File: config.mk
export PLATFORM = sky130hd
export DESIGN_NAME = multichannel_peak_event_detector_core
export DESIGN_NICKNAME = d
export VERILOG_FILES = /design/src/mped_pkg.sv /design/src/mped_csr.sv /design/src/mped_front.sv /design/src/mped_queue.sv /design/src/mped_back.sv /design/src/multichannel_peak_event_detector_core.sv
export SDC_FILE = /design/constraint.sdc
export NUM_CORES = 1
export LEC_CHECK = 0
export ABC_CLOCK_PERIOD_IN_PS = 15900
export BUFFER_PORTS_ARGS = -buffer_cell sky130_fd_sc_hd__buf_4
export CAP_MARGIN = 15
export CORE_MARGIN = 2
export CORE_UTILIZATION = 48
export DETAILED_ROUTE_END_ITERATION = 8
export PLACE_DENSITY = 0.65
export SLEW_MARGIN = 25
export SYNTH_ARGS = -nofsm -noshare
export SYNTH_HDL_FRONTEND = slang
export SYNTH_SLANG_ARGS = --single-unit
File: constraint.sdc
create_clock -name clock -period 15.9 [get_ports clock]
set_clock_uncertainty 0.15 [all_clocks]
set_input_delay 1.59 -clock clock [delete_from_list [all_inputs] [get_ports clock]]
set_output_delay 1.59 -clock clock [all_outputs]
set_load 0.03 [all_outputs]
File: src/mped_pkg.sv
`timescale 1ns / 1ps
// ----------------------------------------------------------------------------
// Peak event detector package
// Shared constants, register indexes, queue operation codes and the
// configuration bundle of the multichannel peak event detector.
// ----------------------------------------------------------------------------
package mped_pkg;

   localparam int CHANNELS_DEFAULT    = 16;
   localparam int SAMPLE_BITS_DEFAULT = 24;
   localparam int COUNT_BITS_DEFAULT  = 8;

   localparam int CHANNEL_BITS   = 4;
   localparam int THRESHOLD_BITS = 24;
   localparam int CFG_COUNT_BITS = 8;

   localparam int CSR_ADDR_BITS = 4;
   localparam int CSR_DATA_BITS = 32;

   localparam int QUEUE_DEPTH = 4;
   localparam int OP_BITS     = 2;

   localparam logic [THRESHOLD_BITS-1:0] THRESHOLD_RESET = 24'd4194304;
   localparam logic [CFG_COUNT_BITS-1:0] CONFIRM_RESET   = 8'd2;
   localparam logic [CFG_COUNT_BITS-1:0] RECOVER_RESET   = 8'd4;

   typedef enum logic [1:0] {
      REG_THRESHOLD = 2'd0,
      REG_CONFIRM   = 2'd1,
      REG_RECOVER   = 2'd2
   } reg_index_type;

   typedef enum logic [OP_BITS-1:0] {
      OP_SAMPLE    = 2'd0,
      OP_BATCH_END = 2'd1,
      OP_CLEAR     = 2'd2
   } op_type;

   typedef struct packed {
      logic [THRESHOLD_BITS-1:0] threshold;
      logic [CFG_COUNT_BITS-1:0] confirm_batches;
      logic [CFG_COUNT_BITS-1:0] recover_batches;
   } cfg_type;

endpackage

File: src/mped_csr.sv
`timescale 1ns / 1ps
// ----------------------------------------------------------------------------
// Peak event detector register file
// Holds the threshold and the confirmation and recovery counts behind an
// APB-style port whose ready is always high.
// ----------------------------------------------------------------------------
module mped_csr (
   input  logic                                  clock,
   input  logic                                  reset,
   input  logic                                  csr_psel,
   input  logic                                  csr_penable,
   input  logic                                  csr_pwrite,
   input  logic [mped_pkg::CSR_ADDR_BITS-1:0]    csr_paddr,
   input  logic [mped_pkg::CSR_DATA_BITS-1:0]    csr_pwdata,
   output logic [mped_pkg::CSR_DATA_BITS-1:0]    csr_prdata,
   output logic                                  csr_pready,
   output mped_pkg::cfg_type                     cfg
);

   logic [mped_pkg::THRESHOLD_BITS-1:0] threshold_ff, threshold_in;
   logic [mped_pkg::CFG_COUNT_BITS-1:0] confirm_ff, confirm_in;
   logic [mped_pkg::CFG_COUNT_BITS-1:0] recover_ff, recover_in;
   logic [1:0]                          reg_index;
   logic                                write_en;

   assign csr_pready = 1'b1;
   assign reg_index  = csr_paddr[mped_pkg::CSR_ADDR_BITS-1:2];
   assign write_en   = csr_psel && csr_penable && csr_pwrite && csr_pready;

   always_comb begin
      threshold_in = threshold_ff;
      confirm_in   = confirm_ff;
      recover_in   = recover_ff;
      csr_prdata   = '0;
      case (reg_index)
         mped_pkg::REG_THRESHOLD: begin
            if (write_en) begin
               threshold_in = csr_pwdata[mped_pkg::THRESHOLD_BITS-1:0];
            end
            csr_prdata = mped_pkg::CSR_DATA_BITS'(threshold_ff);
         end
         mped_pkg::REG_CONFIRM: begin
            if (write_en) begin
               confirm_in = csr_pwdata[mped_pkg::CFG_COUNT_BITS-1:0];
            end
            csr_prdata = mped_pkg::CSR_DATA_BITS'(confirm_ff);
         end
         mped_pkg::REG_RECOVER: begin
            if (write_en) begin
               recover_in = csr_pwdata[mped_pkg::CFG_COUNT_BITS-1:0];
            end
            csr_prdata = mped_pkg::CSR_DATA_BITS'(recover_ff);
         end
         default: begin
            csr_prdata = '0;
         end
      endcase
   end

   always_ff @(posedge clock) begin
      if (reset) begin
         threshold_ff <= mped_pkg::THRESHOLD_RESET;
         confirm_ff   <= mped_pkg::CONFIRM_RESET;
         recover_ff   <= mped_pkg::RECOVER_RESET;
      end else begin
         threshold_ff <= threshold_in;
         confirm_ff   <= confirm_in;
         recover_ff   <= recover_in;
      end
   end

   assign cfg.threshold       = threshold_ff;
   assign cfg.confirm_batches = confirm_ff;
   assign cfg.recover_batches = recover_ff;

endmodule

File: src/mped_front.sv
`timescale 1ns / 1ps
// ----------------------------------------------------------------------------
// Peak event detector front end
// Accepts requests, classifies them as sample, batch end or clear, drops
// channels outside the configured range and forms the sample magnitude.
// ----------------------------------------------------------------------------
module mped_front #(
   parameter int CHANNELS    = mped_pkg::CHANNELS_DEFAULT,
   parameter int SAMPLE_BITS = mped_pkg::SAMPLE_BITS_DEFAULT,
   parameter int REQ_W       = 32,
   parameter int ENTRY_W     = 30
) (
   input  logic               req_tvalid,
   output logic               req_tready,
   input  logic [REQ_W-1:0]   req_tdata,
   input  logic               req_tlast,
   input  logic               req_tuser,
   output logic               push_valid,
   input  logic               push_ready,
   output logic [ENTRY_W-1:0] push_data
);

   localparam int IDX_BITS = (CHANNELS > 1) ? $clog2(CHANNELS) : 1;
   localparam int CMP_W    =
      ((mped_pkg::CHANNEL_BITS > IDX_BITS) ? mped_pkg::CHANNEL_BITS : IDX_BITS) + 1;

   logic [mped_pkg::CHANNEL_BITS-1:0] channel;
   logic [mped_pkg::CHANNEL_BITS-1:0] entry_channel;
   logic [SAMPLE_BITS-1:0]            sample;
   logic [SAMPLE_BITS-1:0]            magnitude;
   logic                              in_range;
   mped_pkg::op_type                  op;

   assign channel = req_tdata[mped_pkg::CHANNEL_BITS-1:0];
   assign sample  = req_tdata[mped_pkg::CHANNEL_BITS+SAMPLE_BITS-1:mped_pkg::CHANNEL_BITS];

   // The most negative sample keeps its full magnitude as an unsigned value.
   assign magnitude = sample[SAMPLE_BITS-1] ? ('0 - sample) : sample;
   assign in_range  = CMP_W'(channel) < CMP_W'(CHANNELS);

   always_comb begin
      if (req_tuser) begin
         op            = mped_pkg::OP_CLEAR;
         entry_channel = '0;
      end else if (req_tlast) begin
         op            = mped_pkg::OP_BATCH_END;
         entry_channel = channel;
      end else begin
         op            = mped_pkg::OP_SAMPLE;
         entry_channel = channel;
      end
   end

   assign req_tready = push_ready;
   assign push_valid = req_tvalid && (req_tuser || in_range);
   assign push_data  = {magnitude, entry_channel, op};

endmodule

File: src/mped_queue.sv
`timescale 1ns / 1ps
// ----------------------------------------------------------------------------
// Peak event detector request queue
// A short first-in first-out queue that lets the front end and the back end
// stall independently.
// ----------------------------------------------------------------------------
module mped_queue #(
   parameter int WIDTH = 30
) (
   input  logic             clock,
   input  logic             reset,
   input  logic             push_valid,
   output logic             push_ready,
   input  logic [WIDTH-1:0] push_data,
   output logic             pop_valid,
   input  logic             pop_ready,
   output logic [WIDTH-1:0] pop_data
);

   localparam int PTR_W = $clog2(mped_pkg::QUEUE_DEPTH);
   localparam int CNT_W = PTR_W + 1;

   logic [WIDTH-1:0] slot_ff [mped_pkg::QUEUE_DEPTH];
   logic [PTR_W-1:0] wr_ptr_ff, wr_ptr_in;
   logic [PTR_W-1:0] rd_ptr_ff, rd_ptr_in;
   logic [CNT_W-1:0] count_ff, count_in;
   logic             push, pop;

   assign push_ready = count_ff != CNT_W'(mped_pkg::QUEUE_DEPTH);
   assign pop_valid  = count_ff != '0;
   assign push       = push_valid && push_ready;
   assign pop        = pop_valid && pop_ready;
   assign pop_data   = slot_ff[rd_ptr_ff];

   assign wr_ptr_in = push ? wr_ptr_ff + PTR_W'(1) : wr_ptr_ff;
   assign rd_ptr_in = pop ? rd_ptr_ff + PTR_W'(1) : rd_ptr_ff;
   assign count_in  = count_ff + CNT_W'(push) - CNT_W'(pop);

   always_ff @(posedge clock) begin
      if (reset) begin
         wr_ptr_ff <= '0;
         rd_ptr_ff <= '0;
         count_ff  <= '0;
      end else begin
         wr_ptr_ff <= wr_ptr_in;
         rd_ptr_ff <= rd_ptr_in;
         count_ff  <= count_in;
      end
   end

   always_ff @(posedge clock) begin
      if (push) begin
         slot_ff[wr_ptr_ff] <= push_data;
      end
   end

endmodule

File: src/mped_back.sv
`timescale 1ns / 1ps
// ----------------------------------------------------------------------------
// Peak event detector back end
// Reads the channel state from memory, updates the running peak and the
// batch counters, writes the state back and presents one response per batch.
// ----------------------------------------------------------------------------
module mped_back #(
   parameter int CHANNELS    = mped_pkg::CHANNELS_DEFAULT,
   parameter int SAMPLE_BITS = mped_pkg::SAMPLE_BITS_DEFAULT,
   parameter int COUNT_BITS  = mped_pkg::COUNT_BITS_DEFAULT,
   parameter int ENTRY_W     = 30,
   parameter int RSP_W       = 32
) (
   input  logic               clock,
   input  logic               reset,
   input  mped_pkg::cfg_type  cfg,
   input  logic               q_valid,
   output logic               q_ready,
   input  logic [ENTRY_W-1:0] q_data,
   output logic               rsp_tvalid,
   input  logic               rsp_tready,
   output logic [RSP_W-1:0]   rsp_tdata
);

   localparam int CB       = mped_pkg::CHANNEL_BITS;
   localparam int IDX_BITS = (CHANNELS > 1) ? $clog2(CHANNELS) : 1;
   localparam int CH_W     = (CB > IDX_BITS) ? CB : IDX_BITS;
   localparam int REC_W    = SAMPLE_BITS + 2 * COUNT_BITS + 1;
   localparam int TW       =
      (SAMPLE_BITS > mped_pkg::THRESHOLD_BITS) ? SAMPLE_BITS : mped_pkg::THRESHOLD_BITS;
   localparam int KW       =
      (COUNT_BITS > mped_pkg::CFG_COUNT_BITS) ? COUNT_BITS : mped_pkg::CFG_COUNT_BITS;
   localparam logic [COUNT_BITS-1:0] COUNT_MAX = '1;

   logic [REC_W-1:0] state_mem [CHANNELS];

   mped_pkg::op_type       head_op;
   logic [CB-1:0]          head_ch;
   logic [SAMPLE_BITS-1:0] head_mag;
   logic [CH_W-1:0]        head_wide;
   logic [IDX_BITS-1:0]    head_idx;

   logic                   e_valid_ff, e_valid_in;
   mped_pkg::op_type       e_op_ff;
   logic [CB-1:0]          e_ch_ff;
   logic [SAMPLE_BITS-1:0] e_mag_ff;
   logic [REC_W-1:0]       rdata_ff;
   logic                   fwd_ff, fwd_in;
   logic [REC_W-1:0]       fwd_rec_ff;
   logic [CH_W-1:0]        e_wide;
   logic [IDX_BITS-1:0]    e_idx;

   logic [CHANNELS-1:0]    valid_ff, valid_in;

   logic [REC_W-1:0]       cur_rec;
   logic [SAMPLE_BITS-1:0] cur_peak;
   logic [COUNT_BITS-1:0]  cur_abn;
   logic [COUNT_BITS-1:0]  cur_nrm;
   logic                   cur_det;
   logic [SAMPLE_BITS-1:0] peak_max;
   logic                   abnormal;
   logic [COUNT_BITS-1:0]  abn_inc;
   logic [COUNT_BITS-1:0]  nrm_inc;
   logic [mped_pkg::CFG_COUNT_BITS-1:0] confirm;
   logic [mped_pkg::CFG_COUNT_BITS-1:0] recover;
   logic [SAMPLE_BITS-1:0] new_peak;
   logic [COUNT_BITS-1:0]  new_abn;
   logic [COUNT_BITS-1:0]  new_nrm;
   logic                   new_det;
   logic [REC_W-1:0]       new_rec;

   logic                   is_end;
   logic                   out_free;
   logic                   commit;
   logic                   e_advance;
   logic                   pop;
   logic                   writes;

   logic                   rsp_valid_ff, rsp_valid_in;
   logic [CB-1:0]          rsp_ch_ff;
   logic [SAMPLE_BITS-1:0] rsp_peak_ff;
   logic                   rsp_abn_ff;
   logic                   rsp_det_ff;
   logic                   rsp_chg_ff;

   assign head_op   = mped_pkg::op_type'(q_data[mped_pkg::OP_BITS-1:0]);
   assign head_ch   = q_data[mped_pkg::OP_BITS+CB-1:mped_pkg::OP_BITS];
   assign head_mag  = q_data[ENTRY_W-1:mped_pkg::OP_BITS+CB];
   assign head_wide = CH_W'(head_ch);
   assign head_idx  = head_wide[IDX_BITS-1:0];
   assign e_wide    = CH_W'(e_ch_ff);
   assign e_idx     = e_wide[IDX_BITS-1:0];

   // A write from the previous request to the same channel is not yet in the
   // registered read data, so it is taken from the forwarding register.
   assign cur_rec  = fwd_ff ? fwd_rec_ff : (valid_ff[e_idx] ? rdata_ff : '0);
   assign cur_peak = cur_rec[SAMPLE_BITS-1:0];
   assign cur_abn  = cur_rec[SAMPLE_BITS+COUNT_BITS-1:SAMPLE_BITS];
   assign cur_nrm  = cur_rec[SAMPLE_BITS+2*COUNT_BITS-1:SAMPLE_BITS+COUNT_BITS];
   assign cur_det  = cur_rec[REC_W-1];

   assign peak_max = (e_mag_ff > cur_peak) ? e_mag_ff : cur_peak;
   assign abnormal = TW'(peak_max) > TW'(cfg.threshold);
   assign abn_inc  = (cur_abn < COUNT_MAX) ? cur_abn + COUNT_BITS'(1) : cur_abn;
   assign nrm_inc  = (cur_nrm < COUNT_MAX) ? cur_nrm + COUNT_BITS'(1) : cur_nrm;
   assign confirm  = (cfg.confirm_batches == '0) ?
                     mped_pkg::CFG_COUNT_BITS'(1) : cfg.confirm_batches;
   assign recover  = (cfg.recover_batches == '0) ?
                     mped_pkg::CFG_COUNT_BITS'(1) : cfg.recover_batches;

   always_comb begin
      new_peak = cur_peak;
      new_abn  = cur_abn;
      new_nrm  = cur_nrm;
      new_det  = cur_det;
      case (e_op_ff)
         mped_pkg::OP_SAMPLE: begin
            new_peak = peak_max;
         end
         mped_pkg::OP_BATCH_END: begin
            new_peak = '0;
            if (abnormal) begin
               new_nrm = '0;
               new_abn = abn_inc;
               if (KW'(abn_inc) >= KW'(confirm)) begin
                  new_det = 1'b1;
               end
            end else begin
               new_abn = '0;
               if (cur_det) begin
                  new_nrm = nrm_inc;
                  if (KW'(nrm_inc) >= KW'(recover)) begin
                     new_det = 1'b0;
                     new_nrm = '0;
                  end
               end
            end
         end
         default: begin
            new_peak = cur_peak;
         end
      endcase
   end

   assign new_rec = {new_det, new_nrm, new_abn, new_peak};

   assign is_end    = e_op_ff == mped_pkg::OP_BATCH_END;
   assign out_free  = !rsp_valid_ff || rsp_tready;
   assign commit    = e_valid_ff && (!is_end || out_free);
   assign e_advance = !e_valid_ff || commit;
   assign q_ready   = e_advance;
   assign pop       = q_valid && e_advance;
   assign writes    = commit && (e_op_ff == mped_pkg::OP_SAMPLE || is_end);

   always_comb begin
      e_valid_in = e_advance ? q_valid : e_valid_ff;
      fwd_in     = pop ? (writes && (e_idx == head_idx)) : (fwd_ff && !e_advance);
      valid_in   = valid_ff;
      if (commit && e_op_ff == mped_pkg::OP_CLEAR) begin
         valid_in = '0;
      end else if (writes) begin
         valid_in[e_idx] = 1'b1;
      end
      rsp_valid_in = rsp_valid_ff && !rsp_tready;
      if (commit && is_end) begin
         rsp_valid_in = 1'b1;
      end
   end

   always_ff @(posedge clock) begin
      if (reset) begin
         e_valid_ff   <= 1'b0;
         fwd_ff       <= 1'b0;
         valid_ff     <= '0;
         rsp_valid_ff <= 1'b0;
      end else begin
         e_valid_ff   <= e_valid_in;
         fwd_ff       <= fwd_in;
         valid_ff     <= valid_in;
         rsp_valid_ff <= rsp_valid_in;
      end
   end

   always_ff @(posedge clock) begin
      if (pop) begin
         e_op_ff    <= head_op;
         e_ch_ff    <= head_ch;
         e_mag_ff   <= head_mag;
         rdata_ff   <= state_mem[head_idx];
         fwd_rec_ff <= new_rec;
      end
      if (writes) begin
         state_mem[e_idx] <= new_rec;
      end
   end

   always_ff @(posedge clock) begin
      if (commit && is_end) begin
         rsp_ch_ff   <= e_ch_ff;
         rsp_peak_ff <= peak_max;
         rsp_abn_ff  <= abnormal;
         rsp_det_ff  <= new_det;
         rsp_chg_ff  <= new_det != cur_det;
      end
   end

   assign rsp_tvalid = rsp_valid_ff;
   assign rsp_tdata  = RSP_W'({rsp_chg_ff, rsp_det_ff, rsp_abn_ff, rsp_peak_ff, rsp_ch_ff});

   a_clear_wipes: assert property (@(posedge clock) disable iff (reset)
      (commit && e_op_ff == mped_pkg::OP_CLEAR) |=> (valid_ff == '0))
      else $error("Channel state still valid after a clear request.");

   a_end_loads_rsp: assert property (@(posedge clock) disable iff (reset)
      (commit && is_end) |=> rsp_valid_ff)
      else $error("Finished batch did not produce a response.");

   a_rise_needs_abnormal: assert property (@(posedge clock) disable iff (reset)
      (rsp_valid_ff && rsp_chg_ff && rsp_det_ff) |-> rsp_abn_ff)
      else $error("Detection set on a quiet batch.");

   a_fall_needs_quiet: assert property (@(posedge clock) disable iff (reset)
      (rsp_valid_ff && rsp_chg_ff && !rsp_det_ff) |-> !rsp_abn_ff)
      else $error("Detection cleared on an abnormal batch.");

   a_fwd_needs_stage: assert property (@(posedge clock) disable iff (reset)
      fwd_ff |-> e_valid_ff)
      else $error("Forwarded state held without a request in the execute stage.");

endmodule

File: src/multichannel_peak_event_detector_core.sv
`timescale 1ns / 1ps
// A batch end passes through the queue, the execute stage and the response register.
// Throughput: one request per cycle, also on the same channel, while the response output
// is free; set by the state memory read-modify-write with forwarding of the last write.
// Reset: synchronous; clears control, the queue and the per-channel valid bits, so every
// channel reads as zero at once; the registers return to their reset values.
// ----------------------------------------------------------------------------
// Multichannel peak event detector
// Tracks the absolute peak of each channel per batch and raises or clears an
// event flag after a run of abnormal or quiet batches.
// ----------------------------------------------------------------------------
module multichannel_peak_event_detector_core #(
   parameter  int CHANNELS    = mped_pkg::CHANNELS_DEFAULT,
   parameter  int SAMPLE_BITS = mped_pkg::SAMPLE_BITS_DEFAULT,
   parameter  int COUNT_BITS  = mped_pkg::COUNT_BITS_DEFAULT,
   localparam int REQ_W       = ((mped_pkg::CHANNEL_BITS + SAMPLE_BITS + 7) / 8) * 8,
   localparam int RSP_W       = ((mped_pkg::CHANNEL_BITS + SAMPLE_BITS + 3 + 7) / 8) * 8
) (
   input  logic                               clock,
   input  logic                               reset,
   input  logic                               req_tvalid,
   output logic                               req_tready,
   // channel, sample
   input  logic [REQ_W-1:0]                   req_tdata,
   input  logic                               req_tlast,
   // command
   input  logic                               req_tuser,
   output logic                               rsp_tvalid,
   input  logic                               rsp_tready,
   // out_channel, batch_peak, batch_abnormal, detected, changed
   output logic [RSP_W-1:0]                   rsp_tdata,
   input  logic                               csr_psel,
   input  logic                               csr_penable,
   input  logic                               csr_pwrite,
   input  logic [mped_pkg::CSR_ADDR_BITS-1:0] csr_paddr,
   input  logic [mped_pkg::CSR_DATA_BITS-1:0] csr_pwdata,
   output logic [mped_pkg::CSR_DATA_BITS-1:0] csr_prdata,
   output logic                               csr_pready
);

   localparam int ENTRY_W = SAMPLE_BITS + mped_pkg::CHANNEL_BITS + mped_pkg::OP_BITS;

   mped_pkg::cfg_type  cfg;
   logic               push_valid;
   logic               push_ready;
   logic [ENTRY_W-1:0] push_data;
   logic               pop_valid;
   logic               pop_ready;
   logic [ENTRY_W-1:0] pop_data;

   mped_csr u_csr (
      .clock       (clock),
      .reset       (reset),
      .csr_psel    (csr_psel),
      .csr_penable (csr_penable),
      .csr_pwrite  (csr_pwrite),
      .csr_paddr   (csr_paddr),
      .csr_pwdata  (csr_pwdata),
      .csr_prdata  (csr_prdata),
      .csr_pready  (csr_pready),
      .cfg         (cfg)
   );

   mped_front #(
      .CHANNELS    (CHANNELS),
      .SAMPLE_BITS (SAMPLE_BITS),
      .REQ_W       (REQ_W),
      .ENTRY_W     (ENTRY_W)
   ) u_front (
      .req_tvalid (req_tvalid),
      .req_tready (req_tready),
      .req_tdata  (req_tdata),
      .req_tlast  (req_tlast),
      .req_tuser  (req_tuser),
      .push_valid (push_valid),
      .push_ready (push_ready),
      .push_data  (push_data)
   );

   mped_queue #(
      .WIDTH (ENTRY_W)
   ) u_queue (
      .clock      (clock),
      .reset      (reset),
      .push_valid (push_valid),
      .push_ready (push_ready),
      .push_data  (push_data),
      .pop_valid  (pop_valid),
      .pop_ready  (pop_ready),
      .pop_data   (pop_data)
   );

   mped_back #(
      .CHANNELS    (CHANNELS),
      .SAMPLE_BITS (SAMPLE_BITS),
      .COUNT_BITS  (COUNT_BITS),
      .ENTRY_W     (ENTRY_W),
      .RSP_W       (RSP_W)
   ) u_back (
      .clock      (clock),
      .reset      (reset),
      .cfg        (cfg),
      .q_valid    (pop_valid),
      .q_ready    (pop_ready),
      .q_data     (pop_data),
      .rsp_tvalid (rsp_tvalid),
      .rsp_tready (rsp_tready),
      .rsp_tdata  (rsp_tdata)
   );

endmodule
[Yosys cells after proc, flatten, opt, wreduce, memory -nomap -nowiden]
Memory sizes are Yosys's and may differ from the RTL's. A register that Yosys moved wholly into a read port is not among the register bits.
Index checks and enable logic that the tools add are counted.
Cells by class
  add/sub/neg operators: 7
  multiply operators: 0
  div/mod/pow operators: 0
  $lt $le $gt $ge: 8
  equal/unequal tests: 7
  shift-type cells: 0
  multiplexer cells: 36
  bitwise operators: 1
  reduce and logical (&&, ||, !) cells: 30
Operator list (number)
  $mux W41: 2
  $mux W8: 10
  $pmux W24 S3: 1
  $gt A24 B24 Y1: 2
  $mux W24: 2
  $pmux W24 S2: 1
  $sub A1 B24 Y24 const A: 1
  $add A8 B1 Y8 const B: 2
  $ge A8 B8 Y1: 2
  $logic_not A8 Y1: 2
  $lt A8 B8 Y1 const B: 2
  $or A16 B16 Y16: 1
  $mux W1: 14
  $logic_and A1 B1 Y1: 12
  $mux W2: 3
  $reduce_and A2 Y1: 3
  $logic_not A1 Y1: 5
  $lt A4 B5 Y1 const B: 1
  $add A2 B1 Y2 const B: 2
  $bmux W1 S4: 1
  $demux W1 S4: 1
  $eq A2 B1 Y1 const B: 2
  $eq A2 B2 Y1 const B: 2
  $eq A4 B4 Y1: 1
  10 further kinds: 14
Word-level totals
  bits in registers: 168
  latch bits: 0
  bits in writable memories: 776
  bits in read-only memories: 0
  input port bits: 77
  output and inout port bits: 67
  logic and storage cells: 110
  memories kept: 2
Memory list
  u_back.state_mem: depth 16, width 41, rd ports 1, clocked after Yosys merged registers in 1, write ports 1, line mped_back.sv:35  | logic [REC_W-1:0] state_mem [CHANNELS];
  u_queue.slot_ff: depth 4, width 30, rd ports 1, clocked after Yosys merged registers in 1, write ports 1, line mped_queue.sv:23  | logic [WIDTH-1:0] slot_ff [mped_pkg::QUEUE_DEPTH];

[Longest topological paths before layout]
Gate-level depths: netlist (run 1).
  depth after elaboration: 12
  depth in mapped cells: 31
  depth with buffers taken out: 25

[By module]
Synthesis (run 1) repeated with hierarchy kept, for this count alone.
Second synthesis, totals
  cells, all modules: 2250
  area total of the unflattened synthesis: 41219.5 sq um
Modules (own cells, without submodules)
  mped_back: times used 1, cells each 1747, area each 33698.6 sq um, seq. area each 24373.4 sq um
  mped_queue: times used 1, cells each 205, area each 4812.1 sq um, seq. area each 3783.6 sq um
  mped_csr: times used 1, cells each 217, area each 2089.5 sq um, seq. area each 800.8 sq um
  mped_front: times used 1, cells each 81, area each 619.3 sq um, seq. area each 0.0 sq um

[Worst setup path before layout (run 1)]
Ideal clock, no wire load.
  path type: in2reg
  start: input rsp_tready
  end: register u_queue.count_ff[2]
  setup time: 0.128 ns
  arrival time: 8.429 ns
  required time: 15.622 ns
  slack: 7.193 ns
  stages: 11
  path buffers: 0
  path through: nor2b_1 and3_1 nor2_1 ha_1 inv_1 ha_1 inv_1 fa_1 xor2_1 xnor2_1 nor2_1
On the way
  cells in the longest elaborated chain, start to end: 6
Ends and longest elaborated chain
  start, declared: line multichannel_peak_event_detector_core.sv:29  | input logic rsp_tready,
  $logic_or A1 B1 Y1: line mped_back.sv:148  | assign out_free = !rsp_valid_ff || rsp_tready;
  $logic_or A1 B1 Y1: line mped_back.sv:149  | assign commit = e_valid_ff && (!is_end || out_free);
  $logic_and A1 B1 Y1: line mped_back.sv:149
  $logic_or A1 B1 Y1: line mped_back.sv:150  | assign e_advance = !e_valid_ff || commit;
  $logic_and A1 B1 Y1
  net u_back.pop: line mped_back.sv:76  | logic pop;
  $sub A3 B1 Y3: line mped_queue.sv:37  | assign count_in = count_ff + CNT_W'(push) - CNT_W'(pop);
  end signal, assigned: line mped_queue.sv:47  | count_ff <= count_in;
  end, declared: line mped_queue.sv:26  | logic [CNT_W-1:0] count_ff, count_in;
The timed path passes the listed nets, and every way through them passes these cells.
A chain may end at the register's enable or synchronous reset.

[Final worst setup path (run 1)]
  start: register u_back.e_ch_ff[1]
  end: memory u_back.state_mem[7][36] (netlist bit) (data pin)
On the way
  elaborated cells on any way between the ends: 15
  classes of those cells: 1 x add/sub; 4 x order compare; 10 x mux
RTL lines
  start, declared: line mped_back.sv:45  | logic [CB-1:0] e_ch_ff;
  start signal, assigned: line mped_back.sv:187  | e_ch_ff <= head_ch;
  $bmux W1 S4 *: line mped_back.sv:96  | assign cur_rec = fwd_ff ? fwd_rec_ff : (valid_ff[e_idx] ? rdata_ff : '0);
  $mux W1 (implied by the code) *: line mped_back.sv:96
  $mux W41 * (2 in series): line mped_back.sv:96
  $gt A24 B24 Y1: line mped_back.sv:102  | assign peak_max = (e_mag_ff > cur_peak) ? e_mag_ff : cur_peak;
  $mux W24 *: line mped_back.sv:102
  net u_back.peak_max[17]: line mped_back.sv:60  | logic [SAMPLE_BITS-1:0] peak_max;
  $gt A24 B24 Y1 *: line mped_back.sv:103  | assign abnormal = TW'(peak_max) > TW'(cfg.threshold);
  $mux W8 *: line mped_back.sv:122  | if (abnormal) begin
  $mux W8 *: line mped_back.sv:116  | case (e_op_ff)
  net u_back.new_nrm[4]: line mped_back.sv:68  | logic [COUNT_BITS-1:0] new_nrm;
  end, declared: line mped_back.sv:35
The timed path passes the listed nets; every way through them passes the cells marked *. The select of a mux whose other input is x is not followed.

==> flow_summary.ini, run 1 <==
[synth]
async_flop_share = 0
synth_edf_count = 919
synth_cell_types = 77
synthMuxAreaShare = 0.140
synth_top_family_by_area = multiplexers
synth_area_per_cell_sq_um = 18.3
synth_fa_ha_area_frac = 0.0227
synth_compound_area_frac = 0.0476
synth_xor_area_frac = 0.00866
ys_seq_elements = 987
synthSimpleGateAreaFrac = 0.0448
synth_warnings = 0
synthesis.instances = 2216
syn_area_sq_mm = 0.0405
yosysSeqAreaShare = 0.716
yosys_most_used_dff = edfxtp_1

[sta]
fin_crit_ns = 9.06
setup_violations = 0
final_max_slew_viol_count = 0
fmax_ghz = 0.110
final.setup.tns_ns = 0
rsz0062_at_grt = no
worst_pin_slew_ns = 1.06
timing.final.crit_share = 0.570
slew_headroom = 0.291
final_hold_viol_count = 0

[worst_hold_path]
hold_path.class = flip-flop to flip-flop
whs_path_depth = 2
hold_end = u_csr.threshold_ff[17]
hp-start = u_csr.threshold_ff[17]

[finish]
nNetsFinal = 2524
fin_util = 0.553
syn_to_final_growth_pct = 14.2
instances_no_fill = 3537
diodes = 0
fillers = 6366
multi_input_area_sq_mm = 0.0110
seq_area_sq_mm = 0.0290
drive_gt1_frac = 0.262
design_area_sq_mm = 0.0462

[cts]
tritoncts = yes
post-cts-setup-buffer-count = 0
clockBufferDepth = 3
clock-sinks = 987
clk_latency_ns = 0.65
cts.htree.levels = 3
path_clk_slew_ns = 0.07
cts_root_buffer = clkbuf_16
hold_buffers = 0
cts_resized = 0
numCtsBuffers = 97

[global_route]
grt_usage = 0.214
grt_max_degree = 77
grt-ovfl-total = 0
grt_pass1_vias = 21479
grt_pass1_wl_microns = 137000
antenna_found_initial = 0

[flow_run]
max_cap_violations = 0

[detailed_routing]
num_vias = 21095
drc = 0
post_drt_wl_per_cell_microns = 26.0
finalWirelength_microns = 92000
drt-initial-drc-count = 1794
final_antenna_net_count = 0
drt_pre_antenna_iters = 6
avgViaCountPerCell = 5.96

[status]
outcome = finished clean

[floorplanning]
rows = 106
core_sq_mm = 0.0836
die_h_microns = 294
die_w_microns = 294
die_area_sq_mm = 0.0866
initial_core_util = 0.484
io_pins = 144

[worst_setup_path]
r2r_setup_slack_ns = 6.84
worstReg2RegStart = u_back.e_ch_ff[1]
cp.arrival_ns = 9.25
cp.required_ns = 16.09
crit_buf_inv = 4
cp_slowest_cell = edfxtp_1
crit_family = compound AO/OA/AOI/OAI gates
cp_common_cell = buf_4
timing.rr.end = u_back.state_mem[7][36]
startpoint = u_back.e_ch_ff[1]
r2r_cells = 29
path_class = flip-flop to flip-flop
crit_path_end_kind = flip-flop
max_stage_delay_ns = 0.70
start_kind = flip-flop
cp_max_fo = 30

[power]
total_power_w = 0.00975
ir_drop_mv = 0.139
p_leak_nw = 15.2
powerDensity_mw_per_mm2 = 211

[place]
port_buffers = 119
placedCellCount = 3354
dpl_cell_area_sq_mm = 0.0429
hpwl_microns = 56100
routabilityCongestion = 0.901
-- cell type report --
| class | count | area share |
|---|---|---|
| Clock buffer | 126 | 0.0583 |
| Clock inverter | 55 | 0.0120 |
| Inverter | 68 | 0.00552 |
| Multi-Input combinational cell | 1040 | 0.238 |
| Sequential cell | 987 | 0.627 |
| Tap cell | 1080 | 0.0292 |
| Timing Repair Buffer | 181 | 0.0298 |
-- worst min-delay path: stages, from the launching register on --
cell and delay (ns):
dfxtp_1 0.31, nand2_1 0.05, a21oi_1 0.05
-- layer usage --
| layer | part of all wire | track usage |
|---|---|---|
| met4 | 0.027 | 0.0648 |
| met2 | 0.52 | 0.367 |
| met3 | 0.049 | 0.0266 |
| met1 | 0.41 | 0.288 |
| met5 | 0 | 0 |
-- cells in the final DEF, fill, tap and decap left out, drive strengths merged, types with 18 or more instances in the layout --
cell type  instances
inv               70
nand4             29
nor2              75
mux4             237
o21ai             31
clkinv            40
ha                71
o211ai            20
nor3              53
nand3             18
a21o              19
dfxtp             68
a22oi             22
clkbuf           128
nand2            118
xnor2             33
edfxtp           919
o21a              18
a21oi             84
a22o              18
buf              179
mux2i             28
-- where the power goes --
group | leakage, nW | switching (W) | internal, W
clock network | 1.58 | 0.000968 | 0.00135
registers | 9.11 | 0.000167 | 0.00378
logic | 4.48 | 0.00219 | 0.00131
total | 15.2 | 0.00332 | 0.00643
-- cell usage after synthesis (19+ instances only) --
master | number | area share
a21o_1 | 19 | 0.0035
a21oi_1 | 84 | 0.010
a22oi_1 | 20 | 0.0037
buf_1 | 19 | 0.0018
buf_2 | 19 | 0.0024
clkbuf_1 | 76 | 0.0071
dfxtp_1 | 68 | 0.034
edfxtp_1 | 919 | 0.68
ha_1 | 71 | 0.022
inv_1 | 67 | 0.0062
mux2i_1 | 28 | 0.0069
mux4_2 | 237 | 0.13
nand2_1 | 118 | 0.011
nand4_1 | 29 | 0.0045
nor2_1 | 73 | 0.0068
nor3_1 | 51 | 0.0063
o211ai_1 | 20 | 0.0037
o21ai_0 | 25 | 0.0031
xnor2_1 | 33 | 0.0071
-- flip-flops by register name, indices dropped and copies added (netlist names), 3 cells and up, named ones only --
name,cells
u_csr.confirm_ff,8
u_back.fwd_rec_ff,41
u_csr.recover_ff,8
u_back.e_mag_ff,24
u_back.rdata_ff,41
u_csr.threshold_ff,24
u_back.valid_ff,16
u_queue.slot_ff,120
u_queue.count_ff,3
u_back.state_mem,656
u_back.rsp_ch_ff,4
u_back.e_ch_ff,4
u_back.rsp_peak_ff,24
-- cell families after synthesis --
logic type / count (synthesis)
AO/OA/AOI/OAI: 278
adder cells (fa/ha/maj): 73
multiplexers: 268
buffers and inverters: 197
flip-flops: 987
XOR/XNOR: 40
AND/OR/NAND/NOR: 371
other: 2
-- through the flow --
| step | hold WS (ns) | setup slack, ns |
|---|---|---|
| finish | 0.306 | 6.84 |
| global route | 0.326 | 6.35 |
| CTS | 0.305 | 6.72 |
| detailed placement | 0.297 | 6.77 |
| global placement | 0.292 | 6.72 |
| floorplan | 0.274 | 7.19 |
-- how the worst max path moves through the flow --
stage	to	cells past startpoint	slack, ns
floorplan	u_queue.count_ff[2]	11	7.19
global placement	u_back.state_mem[10][36]	29	6.72
detailed placement	u_back.state_mem[11][37]	29	6.77
CTS	u_back.state_mem[12][37]	29	6.72
global route	u_back.state_mem[11][36]	29	6.35
finish	u_back.state_mem[7][36]	29	6.84
Power figures use the tool's default switching activity.
==> run 2, diff against run 1 <==
ABC_AREA = 1   (was default)
ABC_CLOCK_PERIOD_IN_PS = 8500   (was 15900)
clock period = 8.5 ns   (was 15.9 ns; I/O delays follow)
==> flow_summary.ini, run 2 <==
[finish]
instances_no_fill = 4729
top_regs = u_back.state_mem x656, u_queue.slot_ff x120
final_common_cell = edfxtp_1
final_cell_mix = 919 x edfxtp_1, 731 x nor2_1, 318 x nand2_1, 272 x o21ai_0, 168 x buf_4
fin_util = 0.545
largest_reg_flops = 656
syn_to_final_growth_pct = 12.4
regMostFlops = u_back.state_mem
design_area_sq_mm = 0.0465
drive_gt1_frac = 0.112
nNetsFinal = 3650
diodes = 0
fillers = 7131

[sta]
timing.final.crit_share = 0.880
worst_pin_slew_ns = 1.03
slew_headroom = 0.309
rsz0062_at_grt = no
final.setup.tns_ns = 0
final_max_slew_viol_count = 0
timing.hold.ws_ns = 0.272
fmax_ghz = 0.134
final_hold_viol_count = 0
setup_violations = 0
fin_crit_ns = 7.48

[detailed_routing]
finalWirelength_microns = 101000
avgViaCountPerCell = 5.62
drt-initial-drc-count = 2610
final_antenna_net_count = 0
drc = 0
post_drt_wl_per_cell_microns = 21.4
drt_pre_antenna_iters = 5
num_vias = 26560

[worst_setup_path]
startpoint = u_back.e_ch_ff[0]
worstReg2RegStart = u_back.e_ch_ff[0]
cp_max_fo = 25
cp_slowest_cell = o21ai_1
max_stage_delay_ns = 0.84
cp_common_cell = nand2_1
start_kind = flip-flop
r2r_cells = 34
cp.arrival_ns = 7.64
cp.required_ns = 8.66
path_class = flip-flop to flip-flop
crit_path_end_kind = flip-flop

[cts]
cts.htree.levels = 3
tritoncts = yes
hold_buffers = 0
numCtsBuffers = 98
clock-sinks = 987
cts_root_buffer = clkbuf_16
post-cts-setup-buffer-count = 0
clockBufferDepth = 3
cts_resized = 0
clk_latency_ns = 0.66
path_clk_slew_ns = 0.06

[place]
routabilityCongestion = 0.860
dpl_cell_area_sq_mm = 0.0434
port_buffers = 119
placedCellCount = 4544
hpwl_microns = 55800

[synth]
yosysMostFrequentCell = edfxtp_1
yosysTopAreaCell = edfxtp_1
synth_warnings = 0
netlist.area_leader.share = 0.668
synth_commonest_cells = 919 x edfxtp_1, 751 x nor2_1, 322 x nand2_1, 274 x o21ai_0, 167 x clkbuf_1
synthesis.instances = 3429
synth_cell_types = 56
ys_seq_elements = 987
syn_area_sq_mm = 0.0413
post_synth_main_area_contributors = edfxtp_1 67%, nor2_1 6.8%, o21ai_0 3.3%
yosysSeqAreaShare = 0.701
async_flop_share = 0
yosys_most_used_dff = edfxtp_1
synth_edf_count = 919
synth_area_per_cell_sq_um = 12.1

[worst_hold_path]
hold_path.class = input port to flip-flop
whs_path_depth = 3
hp-start = csr_pwdata[22]

[floorplanning]
die_w_microns = 297
io_pins = 144
initial_core_util = 0.485
die_area_sq_mm = 0.0885
rows = 107
core_sq_mm = 0.0853
die_h_microns = 297

[global_route]
grt_pass1_wl_microns = 153000
antenna_found_initial = 1
grt_max_degree = 183
grt_pass1_vias = 24947
grt_usage = 0.224
grt-ovfl-total = 0

[status]
outcome = finished clean

[flow_run]
max_cap_violations = 0

[power]
p_leak_nw = 16.7
powerDensity_mw_per_mm2 = 358
ir_drop_mv = 0.327
[run 2: path summary, 6_finish.rpt]
path	endpoint	slack, ns
min	u_csr.threshold_ff[22]	0.27
max	u_back.state_mem[2][35]	1.02
min reg2reg	u_back.valid_ff[12]	0.32
max reg2reg	u_back.state_mem[2][35]	1.02
[run 2: cells by family (layout without fill, tap and decap cells)]
family	Yosys count	in the layout	share of synthesized area
compound gates	731	731	0.115
buf+inv	370	518	0.0355
other cells	2	10	0.000182
xor+xnor	30	30	0.00654
flops	987	987	0.701
mux	1	1	0.000363
fa+ha+maj	72	72	0.0220
simple gates	1236	1236	0.120
[run 2: critical path, delay by kind of cell (launching register included)]
| kind | cells | cell delay [ns] |
|---|---|---|
| compound gates | 5 | 1.62 |
| buf+inv | 4 | 0.36 |
| flops | 1 | 0.68 |
| fa+ha+maj | 2 | 0.47 |
| simple gates | 23 | 3.80 |
[run 2: where the power goes]
| part | leakage [nW] | internal, W | switching (W) |
|---|---|---|---|
| Clock | 1.45 | 0.00224 | 0.00179 |
| Sequential | 9.46 | 0.00647 | 0.000213 |
| Combinational | 5.76 | 0.00162 | 0.00428 |
[run 2: per-stage QoR]
step | setup slack, ns | total power [W]
after floorplan | 2.90 | 0.0107
final | 1.02 | 0.0166
after global placement | 1.10 | 0.0126
after global routing | 0.235 | 0.0176
after CTS | 1.02 | 0.0167
after detailed placement | 1.09 | 0.0127
[run 2: per-layer routing]
metal,GRT usage,part of all wire
met5,0,0
met1,0.307,0.43
met2,0.374,0.49
met4,0.0749,0.032
met3,0.0267,0.054
[run 2: cell type report]
cell class	count	area, sq um	area share
clock inverters	53	337	0.00725
flip-flops and latches	987	29000	0.623
clock buffers	131	2640	0.0568
repair buffers	172	1350	0.0290
inverters	162	623	0.0134
well taps	1144	1430	0.0308
multi-input cells	2080	11100	0.239
==> run 3, diff against run 2 <==
CORE_UTILIZATION = 45   (was 48)
CTS_CLUSTER_DIAMETER = 120   (was default)
PLACE_DENSITY = 0.62   (was 0.65)
==> flow_summary.ini, run 3 (synthesized netlist as in run 2, its figures left out) <==
[worst_setup_path]
path_class = flip-flop to flip-flop
cp.required_ns = 8.60
timing.rr.end = u_back.state_mem[7][32]
cp_slowest_cell = edfxtp_1
cp_max_fo = 25
cp.arrival_ns = 7.29
crit_path_end_kind = flip-flop
r2r_setup_slack_ns = 1.31
worstReg2RegStart = u_back.e_ch_ff[0]
max_stage_delay_ns = 0.66
start_kind = flip-flop
cp_common_cell = nand2_1
r2r_cells = 31

[power]
total_power_w = 0.0166
powerDensity_mw_per_mm2 = 357
p_leak_nw = 16.7
ir_drop_mv = 0.371

[finish]
final_cell_mix = 919 x edfxtp_1, 731 x nor2_1, 318 x nand2_1, 272 x o21ai_0, 169 x buf_4
final_common_cell = edfxtp_1
drive_gt1_frac = 0.113
top_regs = u_back.state_mem x656, u_queue.slot_ff x120
instances_no_fill = 4766
fin_util = 0.509
syn_to_final_growth_pct = 12.5
diodes = 0
regMostFlops = u_back.state_mem
nNetsFinal = 3650
largest_reg_flops = 656

[sta]
worst_pin_slew_ns = 1.05
final.setup.worst_slack_ns = 1.31
final_max_slew_viol_count = 0
timing.final.crit_share = 0.846
final.setup.tns_ns = 0
setup_violations = 0
slew_headroom = 0.298
final_hold_viol_count = 0
rsz0062_at_grt = no
fin_crit_ns = 7.19
fmax_ghz = 0.139

[cts]
cts.htree.levels = 3
numCtsBuffers = 97
clock-sinks = 987
post-cts-setup-buffer-count = 0
cts_root_buffer = clkbuf_16
path_clk_slew_ns = 0.06
clk_latency_ns = 0.66
cts_resized = 0
tritoncts = yes
clockBufferDepth = 3
hold_buffers = 0

[flow_run]
max_cap_violations = 0

[detailed_routing]
drt-initial-drc-count = 2512
post_drt_wl_per_cell_microns = 21.3
drt_pre_antenna_iters = 5
routed.top_layer = met4
wl_met1_microns = 45700
avgViaCountPerCell = 5.52
final_antenna_net_count = 0
finalWirelength_microns = 102000
num_vias = 26315
drc = 0
route.met3.wl_microns = 4270
wl_met2_microns = 49300

[place]
pre_cts_ws_ns = 1.21
hpwl_microns = 56500
routabilityCongestion = 0.857
port_buffers = 119
placedCellCount = 4588

[global_route]
grt_usage = 0.213
grt-ovfl-total = 0
antenna_found_initial = 0
grt_pass1_wl_microns = 152000
grt_pass1_vias = 24745
grt_max_degree = 197

[floorplanning]
io_pins = 144
die_w_microns = 307
rows = 111
die_area_sq_mm = 0.0943
initial_core_util = 0.452
core_sq_mm = 0.0914
die_h_microns = 307

[worst_hold_path]
hp-start = reset
hold_end = u_queue.count_ff[1]
whs_path_depth = 2
hold_path.class = input port to flip-flop

[status]
outcome = finished clean
[run 3: cell count changes in the layout (fill, tap and decap cells not counted), sizes merged]
cell,before,now
buf,172,173
bufinv,2,3
clkbuf,131,125
clkinvlp,4,3
[run 3: final cells by class]
cell class	instances	area, sq um
clock buffer	125	2590
clock inverter	53	365
fill	7959	44900
inverter	162	623
multi-input combinational	2080	11100
sequential	987	29000
tap	1186	1480
timing repair buffer	173	1340
[run 3: where the power goes]
group	internal (W)	switching (W)
Clock	0.00225	0.00178
Combinational	0.00162	0.00427
Sequential	0.00647	0.000215
[run 3: metal layers]
layer | GRT usage | vias to the layer above
li1 | - | 12537
met1 | 0.296 | 13036
met2 | 0.356 | 610
met3 | 0.0226 | 132
met4 | 0.0587 | 0
met5 | 0 | -
[run 3: stage by stage]
stage / hold slack, ns / area, sq um
3_5_place_dp: 0.305 / 43500
2_1_floorplan: 0.271 / 41400
4_1_cts: 0.224 / 46500
3_3_place_gp: 0.301 / 43500
6_report: 0.261 / 46500
5_1_grt: 0.241 / 46500
[run 3: worst max path at each step]
stage,start,endpoint,depth (start not counted)
3_5_place_dp,u_back.e_ch_ff[0],u_back.state_mem[7][26],31
6_report,u_back.e_ch_ff[0],u_back.state_mem[7][32],31
4_1_cts,u_back.e_ch_ff[0],u_back.state_mem[7][26],31
3_3_place_gp,u_back.e_ch_ff[0],u_back.state_mem[9][33],31
2_1_floorplan,u_back.e_ch_ff[0],u_back.rsp_chg_ff,37
5_1_grt,u_back.e_ch_ff[0],u_back.rsp_chg_ff,31
[run 3: worst max-delay path: cells and delay by family (launching register included)]
kind                     cells  cell delay [ns]
flip-flops                   1             0.66
AND/OR/NAND/NOR             26             4.81
adder cells (fa/ha/maj)      2             0.52
buffers and inverters        2             0.30
AO/OA/AOI/OAI                1             0.28
